==> src/exp_golomb_bitstream_reader_macros.svh <==
// ---------------------------------------------------------------------------
// Exp-Golomb bitstream reader assertion macros
// Property forms for the checks in the reader's datapath.
// ---------------------------------------------------------------------------
`ifndef EXP_GOLOMB_BITSTREAM_READER_MACROS_SVH
`define EXP_GOLOMB_BITSTREAM_READER_MACROS_SVH

// Consequent must hold in the same cycle as the antecedent.
`define EGB_ASSERT_SAME(lbl, clk, rst_n, ante, cons) \
  lbl: assert property (@(posedge clk) disable iff (!rst_n) (ante) |-> (cons)) \
    else $error("assertion failed");

// Consequent must hold in the cycle after the antecedent.
`define EGB_ASSERT_NEXT(lbl, clk, rst_n, ante, cons) \
  lbl: assert property (@(posedge clk) disable iff (!rst_n) (ante) |=> (cons)) \
    else $error("assertion failed");

`endif

==> src/egb_pkg.sv <==
// ---------------------------------------------------------------------------
// Exp-Golomb bitstream reader package
// Constants, operation and status codes, and controller/datapath bundles.
// ---------------------------------------------------------------------------
package egb_pkg;

  localparam int BUF_BYTES = 4096;
  localparam int ADDR_W    = $clog2(BUF_BYTES);
  localparam int POS_W     = 16;
  localparam int CNT_W     = 7;
  localparam int LZ_W      = 5;

  localparam logic [POS_W-1:0] MAX_READ_BITS = POS_W'(64);
  localparam logic [POS_W-1:0] FULL_BITS     = POS_W'(BUF_BYTES * 8);
  localparam logic [LZ_W-1:0]  MAX_LZ        = LZ_W'(31);
  localparam logic [7:0]       EMU_BYTE      = 8'h03;

  localparam logic [2:0] OP_CLEAR     = 3'd0;
  localparam logic [2:0] OP_APPEND    = 3'd1;
  localparam logic [2:0] OP_READ_BITS = 3'd2;
  localparam logic [2:0] OP_READ_UE   = 3'd3;
  localparam logic [2:0] OP_READ_SE   = 3'd4;
  localparam logic [2:0] OP_SKIP      = 3'd5;
  localparam logic [2:0] OP_ALIGN     = 3'd6;

  localparam logic [1:0] ST_OK   = 2'd0;
  localparam logic [1:0] ST_FAIL = 2'd1;
  localparam logic [1:0] ST_FULL = 2'd2;

  typedef struct packed {
    logic latch;
    logic exec_simple;
    logic init_read;
    logic init_ue;
    logic set_fail;
    logic step;
    logic commit;
  } egb_cmd_t;

  typedef struct packed {
    logic [2:0] op;
    logic       count_bad;
    logic       count_zero;
    logic       at_end;
    logic       bit_val;
    logic       prefix;
    logic       lz_zero;
    logic       lz_max;
    logic       rem_one;
    logic       suffix_short;
    logic       last_data;
    logic       byte_last;
    logic       out_free;
  } egb_stat_t;

endpackage

==> src/egb_ctrl.sv <==
// ---------------------------------------------------------------------------
// Exp-Golomb bitstream reader controller
// Sequences one item at a time: decode, byte fetch, bit steps, result.
// ---------------------------------------------------------------------------
module egb_ctrl
  import egb_pkg::*;
(
  input  logic      clk_i,
  input  logic      rst_ni,
  input  logic      in_valid_i,
  output logic      in_stall_o,
  input  egb_stat_t stat_i,
  output egb_cmd_t  cmd_o
);

  localparam logic [2:0] S_IDLE = 3'd0;
  localparam logic [2:0] S_EXEC = 3'd1;
  localparam logic [2:0] S_LOAD = 3'd2;
  localparam logic [2:0] S_BIT  = 3'd3;
  localparam logic [2:0] S_DONE = 3'd4;

  logic [2:0] state_q, state_d;
  logic [2:0] fetch_next;

  // A bit step that leaves the current byte has to wait for a new fetch.
  assign fetch_next = stat_i.byte_last ? S_LOAD : S_BIT;
  assign in_stall_o = (state_q != S_IDLE);

  always_comb begin
    state_d = state_q;
    cmd_o   = '0;
    case (state_q)
      S_IDLE: begin
        if (in_valid_i) begin
          cmd_o.latch = 1'b1;
          state_d     = S_EXEC;
        end
      end
      S_EXEC: begin
        case (stat_i.op)
          OP_READ_BITS: begin
            if (stat_i.count_bad) begin
              cmd_o.set_fail = 1'b1;
              state_d        = S_DONE;
            end else begin
              cmd_o.init_read = 1'b1;
              state_d         = stat_i.count_zero ? S_DONE : S_LOAD;
            end
          end
          OP_READ_UE, OP_READ_SE: begin
            if (stat_i.at_end) begin
              cmd_o.set_fail = 1'b1;
              state_d        = S_DONE;
            end else begin
              cmd_o.init_ue = 1'b1;
              state_d       = S_LOAD;
            end
          end
          default: begin
            cmd_o.exec_simple = 1'b1;
            state_d           = S_DONE;
          end
        endcase
      end
      S_LOAD: begin
        state_d = S_BIT;
      end
      S_BIT: begin
        cmd_o.step = 1'b1;
        if (stat_i.prefix) begin
          if (stat_i.bit_val) begin
            if (stat_i.lz_zero) begin
              state_d = S_DONE;
            end else if (stat_i.suffix_short) begin
              cmd_o.set_fail = 1'b1;
              state_d        = S_DONE;
            end else begin
              state_d = fetch_next;
            end
          end else if (stat_i.lz_max || stat_i.rem_one) begin
            cmd_o.set_fail = 1'b1;
            state_d        = S_DONE;
          end else begin
            state_d = fetch_next;
          end
        end else begin
          state_d = stat_i.last_data ? S_DONE : fetch_next;
        end
      end
      S_DONE: begin
        if (stat_i.out_free) begin
          cmd_o.commit = 1'b1;
          state_d      = S_IDLE;
        end
      end
      default: begin
        state_d = S_IDLE;
      end
    endcase
  end

  always_ff @(posedge clk_i or negedge rst_ni) begin
    if (!rst_ni) begin
      state_q <= S_IDLE;
    end else begin
      state_q <= state_d;
    end
  end

endmodule

==> config.mk <==
export PLATFORM = sky130hd
export DESIGN_NAME = egb_ctrl
export DESIGN_NICKNAME = d
export VERILOG_FILES = /design/src/exp_golomb_bitstream_reader_macros.svh /design/src/egb_pkg.sv /design/src/egb_ctrl.sv
export SDC_FILE = /design/constraint.sdc
export NUM_CORES = 1
export LEC_CHECK = 0
export ABC_AREA = 1
export BUFFER_PORTS_ARGS = -buffer_cell sky130_fd_sc_hd__buf_2
export CORE_AREA = 2 2 39 41
export CTS_CLUSTER_SIZE = 28
export DETAILED_ROUTE_END_ITERATION = 16
export DIE_AREA = 0 0 41 43
export PLACE_DENSITY = 0.62
export SLEW_MARGIN = 5
export SYNTH_ARGS = -nofsm -noshare
export SYNTH_HDL_FRONTEND = slang
export SYNTH_SLANG_ARGS = --single-unit
export TNS_END_PERCENT = 100
==> constraint.sdc <==
create_clock -name clk_i -period 1.5 [get_ports clk_i]
set_clock_uncertainty 0.1 [all_clocks]
set_input_delay 0.075 -clock clk_i [delete_from_list [all_inputs] [get_ports clk_i]]
set_output_delay 0.075 -clock clk_i [all_outputs]
set_load 0.02 [all_outputs]
[Word level (Yosys, flattened, before mapping)]
Cells that the tools add are included.
Storage, ports and cells
  input bits: 18
  register bits: 3
Operators by class
  reductions and logical operators: 6
  eq/ne operators: 9
  mux-type cells: 34
Operators by type and width (number)
  $mux 3: 12
  $mux 1: 18
  $pmux 3 s5: 1
  $eq 3x2->1 const B: 4
  $eq 3x3->1 const B: 2
  $pmux 3 s2: 1
  $ne 2x2->1 const B: 2
  $pmux 1 s2: 2
  $eq 3x1->1 const B: 1
  $logic_not 3->1: 1
  $reduce_bool 3->1: 1
  $reduce_or 3->1: 1
  $reduce_and 2->1: 1
  $reduce_or 2->1: 1
  $logic_or 1x1->1: 1

[Longest topological paths before layout]
  depth in word-level cells: 6
  gate-level depth with buffers: 7
  gate-level depth less buffers: 7

[Worst setup path after synthesis]
Ideal clock, no wire load.
  kind: register to output
  from: register state_q[2]
  to: output cmd_o[5] in the netlist's numbering
  data required time: 1325 ps
  buffers on the path: 0
  slack: 69 ps
  cell stages (with the launch flop): 4
  data arrival time: 1256 ps
  path through: dfrtp_1 nor3_2 inv_2 nor3_1
RTL lines
  start: declaration: RTL line egb_ctrl.sv:22  | logic [2:0] state_q, state_d;
  start signal: assignment: RTL line egb_ctrl.sv:106  | state_q <= state_d;
  end: declaration: RTL line egb_ctrl.sv:13  | output egb_cmd_t cmd_o

==> results.cfg <==
[run_status]
status = complete, no violations

[clock_network]
clockBufferDepth = 2
clock_sinks = 3
clock_latency_ns = 0.23
cts_tree = built
ctsHtreeMaxLevel = 1
path_clk_slew_ns = 0.04
cts_made_buffers = 3
cts_root_buffer = clkbuf_4

[worst_setup_path]
critPathRequiredTime_ns = 1.32
end_kind = primary output
critical-path-top-delay-family = flip-flops
cp_slowest_cell = dfrtp_2
cp_max_fo = 4
cpPeakStageDelay_ns = 0.43
crit_type = flop to primary output
crit_chain = nor3_4 > inv_2 > nor4_2 > buf_2
crit_arrival_ns = 1.28
critPathLaunchType = flop
cp.buffers_inverters = 2

[synth]
synth.distinct_cells = 18
synth_top_area_share_pct = 20.3
ys_ff_latch = 3
yosysTopAreaCell = dfrtp_1
synthesis.instances = 63
yosysMostFrequentCell = nand2_1
syn_avg_cell_area_um2 = 5.86
ys_warn_count = 0
synth_edf_count = 0
ys.flop_type = dfrtp_1
async_reset_ff_share_pct = 100
yosysSeqAreaShare_pct = 20.3
syn_nets = 81
syn-cell-area_um2 = 369
synthTopCellsByCount = nand2_1 (14), inv_1 (11), nand3_1 (10)
synthTopCellsByArea = dfrtp_1 (20%), nand2_1 (14%), nand3_1 (14%), inv_1 (11%), nor2_1 (7.1%)

[pwr]
p_leak_nw = 0.338
p_per_area_nw_per_um2 = 1260
ir_drop_v = 0.000515
p_total_mw = 0.751

[cells_and_area]
fin_cells = 112
top_register = state_q
antenna_cells = 0
finalInstanceArea_um2 = 594
finalNetCount = 115
drive_gt1_share_pct = 43.8
final_util_pct = 42.9
largest_register_ffs = 3
largest_registers = state_q x3
area_delta_synth_final_pct = 61.0

[timing]
timing.final.crit_share_pct = 96.9
rsz0062_at_grt = true
finalMaxSlewViolations = 0
min_period_ns = 1.45
finalSetupViolations = 0
finalHoldViolCount = 0
worst_pin_slew_ns = 0.232
relSlewSlack_pct = 84.4
fmax_mhz = 688

[floorplanning]
dieWidth_um = 41
die_h_um = 43
start_util_pct = 26.7
core_area_um2 = 1380
die_area_um2 = 1760
pin_count = 26
row_count = 14

[global_route]
gr-usage-all-layers_pct = 12.1
grt_overflow = 0
grt_start_max_net_pins = 6
antenna_found_initial = 0
first_global_vias = 454
grt_pass1_wl_um = 1550

[route]
wirelength_um = 912
drt_iter0_markers = 6
dr.pass1.iters = 2
drt_drc_violations_left = 0
antenna_left = 0
vias = 519
vias_per_cell = 4.63
wl_per_cell_um = 8.14

[placement]
dp_hpwl_um = 760
portBuffers = 25
place_inst = 104
placed_area_um2 = 514
gp_congestion = 0.723

[job]
drv_cap = 0

[worst_hold_path]
min_path_type = input port to async pin
## timing repair
item                                   in CTS  in global routing
endpoints found under the hold margin       3                  0
gates resized for setup                     5                  3
pin swaps                                   1                  4
hold buffers                                1                  0
setup endpoints to repair                   4                  4
setup buffers                               0                  3
## metal layers
metal | GRT usage [%] | share of wire, % | routed length, um | up-vias
met3 | 1.57 | 7.0 | 64 | 0
met4 | 4.00 | 0 | 0 | 0
met2 | 20.6 | 49 | 446 | 16
met1 | 14.6 | 44 | 401 | 227
met5 | 0 | 0 | 0 | -
li1 | - | - | - | 276
## cell usage in the layout, fill, tap and decap left out
cell type      instances
dfrtp_1                1
buf_4                  6
nor4_2                 1
nand2_1               14
dlygate4sd3_1          1
nor2_1                 7
o21ai_1                2
o21ai_0                2
nand4_1                1
clkbuf_4               3
inv_1                 10
nor4_1                 1
o21ai_2                1
nor3_2                 1
o211ai_1               2
dfrtp_2                2
inv_2                  4
a22oi_1                1
a21oi_1                1
clkbuf_1               1
buf_2                 22
nand3_1               10
nor3_4                 2
## cells by family after synthesis
kind of cell           after synthesis  share of synthesized area [%]
DFF                                  3                           20.3
and+or+nand+nor                     37                           50.2
AOI/OAI and AO/OA                    9                           15.3
buffers and inverters               14                           14.2
## worst register-to-register path, cell delays in order, from the launching register on
cell,delay (ns)
dfrtp_1,0.39
inv_2,0.13
buf_4,0.13
nand3_1,0.11
o211ai_1,0.19
a21oi_1,0.06
## metrics by stage
stage	hold WS, ns	setup TNS (ns)	setup slack [ns]
final	0.0677	0	0.0458
after global routing	0.0814	-0.0890	-0.0520
after CTS	0.0614	-0.00266	-0.00266
after detailed placement	-0.229	0	0.186
after global placement	-0.227	0	0.186
after floorplan	-0.321	0	0.0693
## final timing paths
path,cells past startpoint,startpoint,slack [ns],endpoint
max,4,state_q[1]$_DFFE_PN0P_,0.05,cmd_o[4]
min reg2reg,1,state_q[0]$_DFFE_PN0P_,0.39,state_q[0]$_DFFE_PN0P_
min,2,rst_ni,0.07,state_q[0]$_DFFE_PN0P_
max reg2reg,5,state_q[0]$_DFFE_PN0P_,0.28,state_q[0]$_DFFE_PN0P_
max in group asynchronous,2,rst_ni,1.12,state_q[2]$_DFFE_PN0P_
min in group clk_i,3,in_valid_i,0.10,state_q[0]$_DFFE_PN0P_
## area by class of cell
cell class | instances | area, um2
tap | 16 | 20.0
fill | 166 | 790
sequential | 3 | 77.6
inverter | 14 | 52.6
clock buffer | 4 | 26.3
multi-input combinational | 46 | 253
timing repair buffer | 29 | 165
## report_power, final
group | leakage, nW | internal [mW] | switching (mW) | total (mW)
clock network | 0.0150 | 0.0993 | 0.0360 | 0.135
registers | 0.0360 | 0.119 | 0.0514 | 0.170
logic | 0.287 | 0.187 | 0.259 | 0.446
(Power assumes the default switching activity.)
